===== src/hw/rtl/dds_tw_pkg.sv =====
// Package for the DDS tuning word encoder: request and result payload types
// and the fixed constants of the command word format. No dependencies.
`timescale 1ns / 1ps
`default_nettype none

package dds_tw_pkg;

	typedef struct packed {
		logic               mode;
		logic               reg_select;
		logic [31:0]        freq_hz;
		logic signed [31:0] phase_sixtyfourths;
	} req_t;

	typedef struct packed {
		logic [15:0] command_word;
		logic        last;
	} res_t;

	localparam logic [31:0] MCLK_RESET   = 32'd75000000;
	localparam logic [27:0] TW_SAT       = 28'h0FFFFFFF;
	localparam logic [15:0] FREQ_ADDR0   = 16'h4000;
	localparam logic [15:0] FREQ_ADDR1   = 16'h8000;
	localparam logic [15:0] PHASE_ADDR0  = 16'hC000;
	localparam logic [15:0] PHASE_ADDR1  = 16'hE000;
	// Smallest multiple of a full turn (23040) that is at least 2^31.
	localparam logic [32:0] PHASE_OFFSET = 33'd2147489280;
	localparam logic [5:0]  MOD_45       = 6'd45;
	localparam logic [17:0] PH_ROUND     = 18'd22;
	// ceil(2^24 / 45): exact floor division by 45 for values below 2^18.
	localparam logic [18:0] RECIP_45     = 19'd372828;
	localparam int          RECIP_SHIFT  = 24;

	// Division pipeline: 28 quotient bits, two per stage.
	localparam int DIV_STAGES = 14;
	// Phase reduction: 24 bits of (offset phase >> 9), two per stage.
	localparam int PH_STAGES  = 12;

endpackage

`default_nettype wire


===== src/hw/rtl/dds_tuning_word_encoder_core.sv =====
// DDS tuning word encoder: pipelined tuning word divider, phase reduction
// and command word output. Depends on dds_tw_pkg.
`timescale 1ns / 1ps
`default_nettype none

// The first result word passes the capture stage, the division stages, the multiply
// stage and the output register; the second word of a frequency request follows in the next cycle.
// Throughput: a phase request can be taken every cycle, a frequency request
// holds busy high for one cycle after it, since the single output port
// carries one word per cycle. The receiver cannot stall the block.
// Reset clears all valid bits and loads the master clock with 75 MHz.
module dds_tuning_word_encoder_core (
	input  wire logic              clk,
	input  wire logic              arst_n,
	input  wire logic              start,
	output logic                   busy,
	input  wire dds_tw_pkg::req_t  request,
	output logic                   result_valid,
	output dds_tw_pkg::res_t       result,
	input  wire logic              cfg_valid,
	output logic                   cfg_ready,
	input  wire logic [31:0]       cfg_data
);

	localparam int NS = dds_tw_pkg::DIV_STAGES;
	localparam int NP = dds_tw_pkg::PH_STAGES;

	// Master clock register. A zero write is dropped, so the divisor is never zero.
	logic [31:0] mclk_q;
	logic        busy_q;
	logic        accept;

	assign accept    = start && !busy_q;
	assign busy      = busy_q;
	assign cfg_ready = 1'b1;

	always_ff @(posedge clk or negedge arst_n) begin
		if (!arst_n) begin
			mclk_q <= dds_tw_pkg::MCLK_RESET;
		end else if (cfg_valid && cfg_ready && cfg_data != 32'd0) begin
			mclk_q <= cfg_data;
		end
	end

	// A frequency request produces two words, so busy holds off the next request.
	always_ff @(posedge clk or negedge arst_n) begin
		if (!arst_n) begin
			busy_q <= 1'b0;
		end else begin
			busy_q <= accept && !request.mode;
		end
	end

	// One restoring division step: shift in one numerator bit, subtract if it fits.
	// The remainder stays below the divisor, so the difference fits 32 bits.
	function automatic logic [32:0] div_step(input logic [31:0] rem, input logic nbit,
			input logic [31:0] dvs);
		logic [32:0] t;
		logic [32:0] d;
		t = {rem, nbit};
		d = t - {1'b0, dvs};
		if (t >= {1'b0, dvs}) begin
			div_step = {1'b1, d[31:0]};
		end else begin
			div_step = {1'b0, t[31:0]};
		end
	endfunction

	// One step of the remainder modulo 45.
	function automatic logic [5:0] mod45_step(input logic [5:0] rem, input logic nbit);
		logic [6:0] t;
		logic [6:0] d;
		t = {rem, nbit};
		d = t - {1'b0, dds_tw_pkg::MOD_45};
		if (t >= {1'b0, dds_tw_pkg::MOD_45}) begin
			mod45_step = d[5:0];
		end else begin
			mod45_step = t[5:0];
		end
	endfunction

	// Pipeline registers, indexed by stage: entry 0 is the request capture,
	// entries 1 to NS each retire two quotient bits.
	logic        vld_s   [0:NS];
	logic        mode_s  [0:NS];
	logic        sel_s   [0:NS];
	logic        sat_s   [0:NS];
	logic [31:0] rem_s   [0:NS];
	logic [27:0] nb_s    [0:NS];
	logic [27:0] q_s     [0:NS];
	logic [5:0]  prem_s  [0:NS];
	logic [23:0] pbits_s [0:NS];
	logic [8:0]  plow_s  [0:NS];

	// Capture stage. The numerator is freq * 2^28 + floor(mclk / 2); its upper
	// 33 bits are freq plus the top three bits of the half clock, and its low
	// 28 bits are the rest of the half clock. A top part at or above the divisor
	// means the quotient does not fit 28 bits and saturates.
	logic [30:0] half_clk;
	logic [32:0] num_hi;
	logic [32:0] ph_off;

	assign half_clk = mclk_q[31:1];
	assign num_hi   = {1'b0, request.freq_hz} + {30'd0, half_clk[30:28]};
	// Adding a whole number of turns makes the phase nonnegative without
	// changing its residue modulo a full turn.
	assign ph_off   = {request.phase_sixtyfourths[31], request.phase_sixtyfourths}
			+ dds_tw_pkg::PHASE_OFFSET;

	always_ff @(posedge clk or negedge arst_n) begin
		if (!arst_n) begin
			vld_s[0] <= 1'b0;
		end else begin
			vld_s[0] <= accept;
		end
	end

	always_ff @(posedge clk) begin
		mode_s[0]  <= request.mode;
		sel_s[0]   <= request.reg_select;
		sat_s[0]   <= num_hi >= {1'b0, mclk_q};
		rem_s[0]   <= num_hi[31:0];
		nb_s[0]    <= half_clk[27:0];
		q_s[0]     <= 28'd0;
		prem_s[0]  <= 6'd0;
		pbits_s[0] <= ph_off[32:9];
		plow_s[0]  <= ph_off[8:0];
	end

	for (genvar k = 1; k <= NS; k++) begin : g_stage
		logic [32:0] st_a;
		logic [32:0] st_b;
		logic [5:0]  pm_a;
		logic [5:0]  pm_b;

		assign st_a = div_step(rem_s[k-1], nb_s[k-1][27], mclk_q);
		assign st_b = div_step(st_a[31:0], nb_s[k-1][26], mclk_q);

		always_ff @(posedge clk or negedge arst_n) begin
			if (!arst_n) begin
				vld_s[k] <= 1'b0;
			end else begin
				vld_s[k] <= vld_s[k-1];
			end
		end

		always_ff @(posedge clk) begin
			mode_s[k] <= mode_s[k-1];
			sel_s[k]  <= sel_s[k-1];
			sat_s[k]  <= sat_s[k-1];
			rem_s[k]  <= st_b[31:0];
			nb_s[k]   <= {nb_s[k-1][25:0], 2'b00};
			q_s[k]    <= {q_s[k-1][25:0], st_a[32], st_b[32]};
			plow_s[k] <= plow_s[k-1];
		end

		if (k <= NP) begin : g_phase
			assign pm_a = mod45_step(prem_s[k-1], pbits_s[k-1][23]);
			assign pm_b = mod45_step(pm_a, pbits_s[k-1][22]);
			always_ff @(posedge clk) begin
				prem_s[k]  <= pm_b;
				pbits_s[k] <= {pbits_s[k-1][21:0], 2'b00};
			end
		end else begin : g_phase_hold
			assign pm_a = prem_s[k-1];
			assign pm_b = pm_a;
			always_ff @(posedge clk) begin
				prem_s[k]  <= pm_b;
				pbits_s[k] <= pbits_s[k-1];
			end
		end
	end

	// Multiply stage. With p = r45 * 512 + low9 the phase word is
	// (p * 8 + 22) / 45, done as a multiply by the reciprocal of 45.
	logic [17:0] ph_x;
	logic        vld_s16;
	logic        mode_s16;
	logic        sel_s16;
	logic [27:0] tw_s16;
	logic [36:0] prod_s16;

	assign ph_x = {prem_s[NS], 12'd0} + {6'd0, plow_s[NS], 3'b000} + dds_tw_pkg::PH_ROUND;

	always_ff @(posedge clk or negedge arst_n) begin
		if (!arst_n) begin
			vld_s16 <= 1'b0;
		end else begin
			vld_s16 <= vld_s[NS];
		end
	end

	always_ff @(posedge clk) begin
		mode_s16 <= mode_s[NS];
		sel_s16  <= sel_s[NS];
		tw_s16   <= sat_s[NS] ? dds_tw_pkg::TW_SAT : q_s[NS];
		prod_s16 <= {19'd0, ph_x} * {18'd0, dds_tw_pkg::RECIP_45};
	end

	// Output stage. The first word leaves at once; the high tuning word of a
	// frequency request is held for the next cycle. busy spacing guarantees
	// no new item reaches this stage while that word is pending.
	logic [15:0] freq_addr;
	logic [15:0] phase_addr;
	logic [11:0] ph_word;
	logic        pend_q;
	logic [15:0] pend_word_q;
	logic        result_valid_q;
	dds_tw_pkg::res_t result_q;

	assign freq_addr  = sel_s16 ? dds_tw_pkg::FREQ_ADDR1 : dds_tw_pkg::FREQ_ADDR0;
	assign phase_addr = sel_s16 ? dds_tw_pkg::PHASE_ADDR1 : dds_tw_pkg::PHASE_ADDR0;
	assign ph_word    = prod_s16[dds_tw_pkg::RECIP_SHIFT +: 12];

	always_ff @(posedge clk or negedge arst_n) begin
		if (!arst_n) begin
			pend_q         <= 1'b0;
			result_valid_q <= 1'b0;
		end else begin
			pend_q         <= vld_s16 && !mode_s16;
			result_valid_q <= vld_s16 || pend_q;
		end
	end

	always_ff @(posedge clk) begin
		pend_word_q <= freq_addr | {2'b00, tw_s16[27:14]};
		if (vld_s16) begin
			if (mode_s16) begin
				result_q.command_word <= phase_addr | {4'd0, ph_word};
				result_q.last         <= 1'b1;
			end else begin
				result_q.command_word <= freq_addr | {2'b00, tw_s16[13:0]};
				result_q.last         <= 1'b0;
			end
		end else begin
			result_q.command_word <= pend_word_q;
			result_q.last         <= 1'b1;
		end
	end

	assign result_valid = result_valid_q;
	assign result       = result_q;

	// The master clock can never become zero.
	a_mclk_nonzero: assert property (@(posedge clk) disable iff (!arst_n)
		mclk_q != 32'd0) else $error("master clock register is zero");

	// A frequency request blocks exactly one following cycle.
	a_busy_after_freq: assert property (@(posedge clk) disable iff (!arst_n)
		(start && !busy && !request.mode) |=> busy) else $error("busy missing");

	a_busy_one_cycle: assert property (@(posedge clk) disable iff (!arst_n)
		busy |=> !busy) else $error("busy held too long");

	// A first tuning word is always followed by the closing word.
	a_pair: assert property (@(posedge clk) disable iff (!arst_n)
		(result_valid && !result.last) |=> (result_valid && result.last))
		else $error("second tuning word missing");

	// A new item never reaches the output while a word is pending.
	a_no_collision: assert property (@(posedge clk) disable iff (!arst_n)
		!(pend_q && vld_s16)) else $error("output collision");

endmodule

`default_nettype wire

===== config.mk =====
export PLATFORM = sky130hd
export DESIGN_NAME = dds_tuning_word_encoder_core
export DESIGN_NICKNAME = d
export VERILOG_FILES = /design/src/hw/rtl/dds_tw_pkg.sv /design/src/hw/rtl/dds_tuning_word_encoder_core.sv
export SDC_FILE = /design/constraint.sdc
export NUM_CORES = 2
export LEC_CHECK = 0
export BUFFER_PORTS_ARGS = -buffer_cell sky130_fd_sc_hd__buf_2
export CAP_MARGIN = 20
export CELL_PAD_IN_SITES_DETAIL_PLACEMENT = 0
export CELL_PAD_IN_SITES_GLOBAL_PLACEMENT = 2
export CORE_UTILIZATION = 41
export DETAILED_ROUTE_END_ITERATION = 12
export PLACE_DENSITY = 0.9
export SLEW_MARGIN = 20
export SYNTH_ARGS = -nofsm -noshare
export SYNTH_HDL_FRONTEND = slang
export SYNTH_SLANG_ARGS = --single-unit
export TNS_END_PERCENT = 20

===== constraint.sdc =====
create_clock -name clk -period 10.9 [get_ports clk]
set_input_delay 1.09 -clock clk [delete_from_list [all_inputs] [get_ports clk]]
set_output_delay 1.09 -clock clk [all_outputs]
set_load 0.005 [all_outputs]

# Word-level counts from Yosys, hierarchy flattened

Memories as Yosys holds them, arrays and structs flattened. A register that Yosys moved wholly into a read port is not among the register bits.
Cells that the tools add are included.
Widths: inputs -> output; s select.

Add/sub/neg operators: 56
Multiply operators: 1
Div/mod/pow operators: 0
Order comparisons: 53
Equal/unequal tests: 0
Shifts and indexed selects: 0
Multiplexer cells: 56
Bitwise logic cells: 3
Reductions and logical operators: 9

Operators with widths:

| cell                   | count |
|---|---|
| $ge 33x32->1           | 29 |
| $mux 33                | 28 |
| $sub 32x32->32         | 28 |
| $ge 7x6->1 const B     | 24 |
| $mux 6                 | 24 |
| $sub 6x6->6 const B    | 24 |
| $mul 18x17->34 const B | 1 |
| $mux 17                | 2 |
| $add 32x3->33          | 1 |
| $add 33x32->33 const B | 1 |
| $or 16x14->16          | 2 |
| $reduce_bool 32->1     | 1 |
| $add 18x12->18         | 1 |
| $add 18x5->18 const B  | 1 |
| $mux 16                | 1 |
| $or 16x12->16          | 1 |
| $mux 14                | 1 |
| $logic_and 1x1->1      | 4 |
| $logic_not 1->1        | 3 |
| $logic_or 1x1->1       | 1 |

Bits in registers: 118
Bits in latches: 0
Bits in writable memories: 1950
Bits in read-only memories: 0
Input bits: 102
Output and inout bits: 20
Word-level logic and storage cells: 211
Memories kept: 9

Memory list:

| memory      | depth | width | read ports | clocked after memory_dff | wr ports | RTL line                           | source |
|---|---|---|---|---|---|---|---|
| rem_s       | 15    | 32    | 14         | 0                        | 15       | dds_tuning_word_encoder_core.sv:88 | `logic [31:0] rem_s [0:NS];` |
| nb_s        | 15    | 28    | 14         | 0                        | 15       | dds_tuning_word_encoder_core.sv:89 | `logic [27:0] nb_s [0:NS];` |
| q_s         | 15    | 28    | 15         | 1                        | 15       | dds_tuning_word_encoder_core.sv:90 | `logic [27:0] q_s [0:NS];` |
| pbits_s     | 15    | 24    | 14         | 0                        | 15       | dds_tuning_word_encoder_core.sv:92 | `logic [23:0] pbits_s [0:NS];` |
| plow_s      | 15    | 9     | 15         | 0                        | 15       | dds_tuning_word_encoder_core.sv:93 | `logic [8:0] plow_s [0:NS];` |
| prem_s      | 15    | 6     | 15         | 0                        | 15       | dds_tuning_word_encoder_core.sv:91 | `logic [5:0] prem_s [0:NS];` |
| +3 memories | --    | --    | --         | --                       | --       | --                                 |  |

# Depth between registers and ports, before layout

An unclocked memory read counts as a cell.

Word-level depth: 5
Gate-level depth with buffers: 29
Gate-level depth less buffers: 27

# Worst setup path before layout

Ideal clock, no wire load.

Path kind: register to register
Start point: reg mclk_q[1]
End point: mem rem_s[10][4], in the netlist rem_s[1][68]
Library setup time: 0.121 ns
Data arrival time: 7.763 ns
Data required time: 10.779 ns
Setup slack: 3.016 ns
Cell stages (with the launch flop): 28
Buffers on the path: 4
Period minus slack after synthesis: 7.884 ns
Cell sequence: dfrtp_1 > inv_1 > ha_1 > nor2b_1 > o31a_1 > o31ai_1 > a21oi_1 > a22o_1 > a41oi_1 > nor3_1 > o32a_1 > clkbuf_1 > clkbuf_1 > mux2i_1 > ha_1 > nor2b_1 > o31a_1 > o31ai_1 > a211oi_1 > nor2_1 > o21ai_0 > a221oi_1 > o21bai_1 > o21ai_0 > o21a_1 > buf_2 > buf_2 > mux2_2

RTL lines:

| element                  | RTL line                           | source |
|---|---|---|
| start: declaration       | dds_tuning_word_encoder_core.sv:29 | `logic [31:0] mclk_q;` |
| start signal: assignment | dds_tuning_word_encoder_core.sv:39 | `mclk_q <= dds_tw_pkg::MCLK_RESET;` |
| start signal: assignment | dds_tuning_word_encoder_core.sv:41 | `mclk_q <= cfg_data;` |
| end: declaration         | dds_tuning_word_encoder_core.sv:88 |  |

==> flow_summary.html <==
<table>
<tr><th>Metric</th><th>Value</th></tr>
<tr><th colspan="2">Die</th></tr>
<tr><td>DIE HEIGHT</td><td>472.3 µm</td></tr>
<tr><td>Number of I/O pins</td><td>122</td></tr>
<tr><td>Initial Utilization</td><td>0.4127</td></tr>
<tr><td>Die X-Extent</td><td>472.3 µm</td></tr>
<tr><td>Site Rows</td><td>172</td></tr>
<tr><td>Die outline area</td><td>223100 µm²</td></tr>
<tr><td>Floorplan core area</td><td>219700 µm²</td></tr>
<tr><th colspan="2">Placement</th></tr>
<tr><td>Global placement routability congestion</td><td>0.9271</td></tr>
<tr><td>Post-place instance area</td><td>94990 µm²</td></tr>
<tr><td>Cell count after placement</td><td>12.88k</td></tr>
<tr><td>Port Buffers</td><td>120</td></tr>
<tr><td>Post-DP HPWL</td><td>211.7 mm</td></tr>
<tr><th colspan="2">Route</th></tr>
<tr><td>Number of nets with antenna violations after detailed routing</td><td>0</td></tr>
<tr><td>Number of DRC markers in iteration 0</td><td>4578</td></tr>
<tr><td>Via count normalized by instance count</td><td>5.573</td></tr>
<tr><td>WL final</td><td>273.8 mm</td></tr>
<tr><td>Initial DRT Pass Iterations</td><td>6</td></tr>
<tr><td>WL per Instance</td><td>20.77 µm</td></tr>
<tr><td>Drc violations</td><td>0</td></tr>
<tr><td>Overall via count from detail_route</td><td>73.46k</td></tr>
<tr><th colspan="2">STA</th></tr>
<tr><td>Tmin final</td><td>8.288 ns</td></tr>
<tr><td>Peak clock frequency supported by timing</td><td>120.7 MHz</td></tr>
<tr><td>Remaining max-slew budget at the tightest pin</td><td>0.2830</td></tr>
<tr><td>Final Hold Fails</td><td>0</td></tr>
<tr><td>RSZ-0062 raised after global routing</td><td>no</td></tr>
<tr><td>Setup TNS after final layout</td><td>0 ns</td></tr>
<tr><td>Tightest Pin Transition</td><td>1.064 ns</td></tr>
<tr><td>Setup clock skew after layout</td><td>0.05808 ns</td></tr>
<tr><td>Post-route clock period utilization</td><td>0.7604</td></tr>
<tr><td>Final Hold Slack</td><td>0.1681 ns</td></tr>
<tr><td>Count of final max-slew check failures</td><td>0</td></tr>
<tr><td>Final setup violating endpoints</td><td>0</td></tr>
<tr><th colspan="2">Flow run</th></tr>
<tr><td>Number of max-cap violations</td><td>0</td></tr>
<tr><th colspan="2">Cells and area</th></tr>
<tr><td>Most common cell after layout, fill and taps aside</td><td>dfxtp_1</td></tr>
<tr><td>Number of nets in the final layout</td><td>11.38k</td></tr>
<tr><td>Cell Count, Final, Fillers Out</td><td>13.18k</td></tr>
<tr><td>Layout cells sized above 1</td><td>0.1198</td></tr>
<tr><td>Post-route cell area</td><td>100800 µm²</td></tr>
<tr><td>Final-layout fill cell count</td><td>21.04k</td></tr>
<tr><td>Layout overhead on the synthesized area</td><td>11.13%</td></tr>
<tr><td>Highest-count cells in the layout ignoring fill and taps</td><td>dfxtp_1, ha_1, a21oi_1</td></tr>
<tr><th colspan="2">Logic synthesis</th></tr>
<tr><td>Post-synth top area cell</td><td>dfxtp_1</td></tr>
<tr><td>Gate count of the mapped netlist</td><td>9887</td></tr>
<tr><td>Yosys warns</td><td>0</td></tr>
<tr><td>Number of flops mapped to enable cells by yosys</td><td>0</td></tr>
<tr><td>Flip-flop and latch count after synthesis</td><td>1408</td></tr>
<tr><td>Area contributors post-synth</td><td>dfxtp_1, ha_1, mux2_2</td></tr>
<tr><td>Cell variety after synth</td><td>108</td></tr>
<tr><td>Commonest register cell after synthesis</td><td>dfxtp_1</td></tr>
<tr><td>Area of the mapped netlist</td><td>90680 µm²</td></tr>
<tr><td>Register area share after synthesis</td><td>0.3138</td></tr>
<tr><td>Syn_area_per_cell</td><td>9.172 µm²</td></tr>
<tr><td>Post-synth ARST share</td><td>0.03622</td></tr>
<tr><td>Proportion of netlist area held by the largest area contributor</td><td>0.2996</td></tr>
<tr><td>Post-synthesis net count</td><td>11.19k</td></tr>
<tr><th colspan="2">Clocking</th></tr>
<tr><td>Clk Latency, worst-skew pair</td><td>0.83 ns</td></tr>
<tr><td>Clock-pin slew reported for the worst setup and hold paths after clock tree synthesis</td><td>0.05 ns</td></tr>
<tr><td>Hold buffer count at cts</td><td>0</td></tr>
<tr><td>CTS max path bufs</td><td>3</td></tr>
<tr><td>Number of instances resized during post-cts repair</td><td>0</td></tr>
<tr><td>CTS tree</td><td>built</td></tr>
<tr><td>H-tree level count</td><td>4</td></tr>
<tr><td>Number of sinks on the clock net</td><td>1408</td></tr>
<tr><td>Total clock buffers created by CTS</td><td>161</td></tr>
<tr><td>Post-CTS Setup Inserts</td><td>0</td></tr>
<tr><td>CTS root buffer</td><td>clkbuf_16</td></tr>
<tr><th colspan="2">Run status</th></tr>
<tr><td>Run status</td><td>complete, no violations</td></tr>
<tr><th colspan="2">Global routing</th></tr>
<tr><td>Total global-route track usage</td><td>0.2383</td></tr>
<tr><td>Wire length of the first global-routing pass</td><td>414.1 mm</td></tr>
<tr><td>Antenna violations before repair</td><td>14</td></tr>
<tr><td>Total congestion overflow</td><td>0</td></tr>
<tr><td>Number of global-route vias before repair</td><td>71.16k</td></tr>
<tr><td>Largest net degree at the start of global routing</td><td>57</td></tr>
<tr><th colspan="2">Worst setup path</th></tr>
<tr><td>Data required, critical path</td><td>11.57 ns</td></tr>
<tr><td>Kind of capture point of the worst setup path</td><td>flop</td></tr>
<tr><td>Crit Path Max Fanout</td><td>45</td></tr>
<tr><td>Type of origin of the critical path</td><td>flop</td></tr>
<tr><td>Type of the worst setup path</td><td>flop to flop</td></tr>
<tr><td>Data arrival time of the worst path</td><td>8.96 ns</td></tr>
<tr><th colspan="2">Min path</th></tr>
<tr><td>Worst hold path type</td><td>input pin to asynchronous set/reset pin</td></tr>
</table>
per-layer routing:
layer,wire (µm),share of wire,global-route usage,vias up
li1,-,-,-,36171
met1,122100,0.45,0.3044,34946
met2,128100,0.47,0.4044,1858
met3,12350,0.045,0.03112,484
met4,11170,0.041,0.09316,2
met5,11,0.000040,0,-
synthesized netlist by cell type (29+ instances only):
library cell     n
a21oi_1        933
nand2_1        534
dfrtp_1         41
or2_2           67
inv_1          544
nor4_1          47
nand4_1        125
a31oi_1         79
or3_1           32
and2_1          39
nand3_1        192
fa_1           111
mux2i_1         60
o31a_1          33
o211ai_1        64
o21a_1         137
buf_2           29
dfxtp_1       1357
clkbuf_1       121
ha_1          1085
and3_1          95
o21bai_1       113
mux2_2         504
a211o_1         31
o31ai_1         55
a31o_2          29
and4_1          35
o21ai_0        508
nand2b_1       139
nor2b_1        108
nor2_1         664
nor3_1         133
xor2_1         262
xnor2_1        600
a21o_1         429
a211oi_1        80
final timing paths:
check                           slack (ns)            to   startpoint  cells past startpoint
worst min-delay path                  0.17        pend_q       arst_n                      1
min in group clk                      0.30   nb_s[1][78]  nb_s[1][48]                      0
worst max-delay path                  2.61  rem_s[1][58]   mclk_q[26]                     24
worst max register to register        2.61  rem_s[1][58]   mclk_q[26]                     24
max in group asynchronous             9.67     mclk_q[0]       arst_n                      2
worst min register to register        0.30   nb_s[1][78]  nb_s[1][48]                      0
through the flow:
step / setup slack [ns] / utilization
final: 2.612 / 0.4586
after global routing: 2.120 / 0.4586
after CTS: 2.686 / 0.4586
after detailed placement: 2.738 / 0.4323
after global placement: 2.905 / 0.4323
after floorplan: 3.016 / -
state kept, by name, summed over array words and instances, names as in the netlist:
name,cells
vld_s16,1
result_valid,1
mode_s,15
plow_s,135
mode_s16,1
vld_s,15
tw_s16,28
sat_s,15
mclk_q,32
prem_s,78
result,17
q_s,210
rem_s,448
pend_q,1
pbits_s,156
busy,1
sel_s16,1
nb_s,210
sel_s,15
pend_word_q,16
prod_s16,12
kinds of logic (layout without fill, tap and decap cells):
family	count (synthesis)	in the layout	synth area share
AOI/OAI and AO/OA	2790	2790	0.1973
xor gates and xnor gates	862	862	0.08326
adders and majority gates	1196	1196	0.1742
buffers and inverters	728	1060	0.03136
DFF	1408	1408	0.3138
muxes	620	620	0.07732
other	1	6	0.00004135
and+or+nand+nor	2282	2282	0.1227
layout make-up:
type | count | area (µm²) | share of cell area
Clock inverter | 94 | 1305 | 0.01295
Sequential cell | 1408 | 28460 | 0.2824
Clock buffer | 203 | 4459 | 0.04425
Tap cell | 2958 | 3701 | 0.03673
Timing Repair Buffer | 214 | 1321 | 0.01311
Antenna cell | 5 | 12.51 | 0.0001242
Inverter | 549 | 2063 | 0.02047
Multi-Input combinational cell | 7751 | 59450 | 0.5900
critical path: stages, from the launching register on:
cell	delay (ns)
dfstp_2	0.37
inv_2	0.70
buf_4	0.38
ha_1	0.35
a21o_1	0.21
a21o_1	0.17
a21o_1	0.18
a21o_1	0.18
a221o_1	0.34
a211oi_1	0.31
o21a_2	0.27
inv_2	0.33
mux2_2	0.41
ha_1	0.40
and3_1	0.22
nand4_1	0.20
or3b_2	0.49
a31oi_1	0.29
o221ai_1	0.22
o21ai_0	0.39
a21oi_1	0.17
a21oi_1	0.29
a21oi_2	0.16
inv_2	0.63
mux2_2	0.42
Power is left out: the tool's default activity adds up to more than one toggle a clock period on the data nets, which glitch-free logic cannot reach.
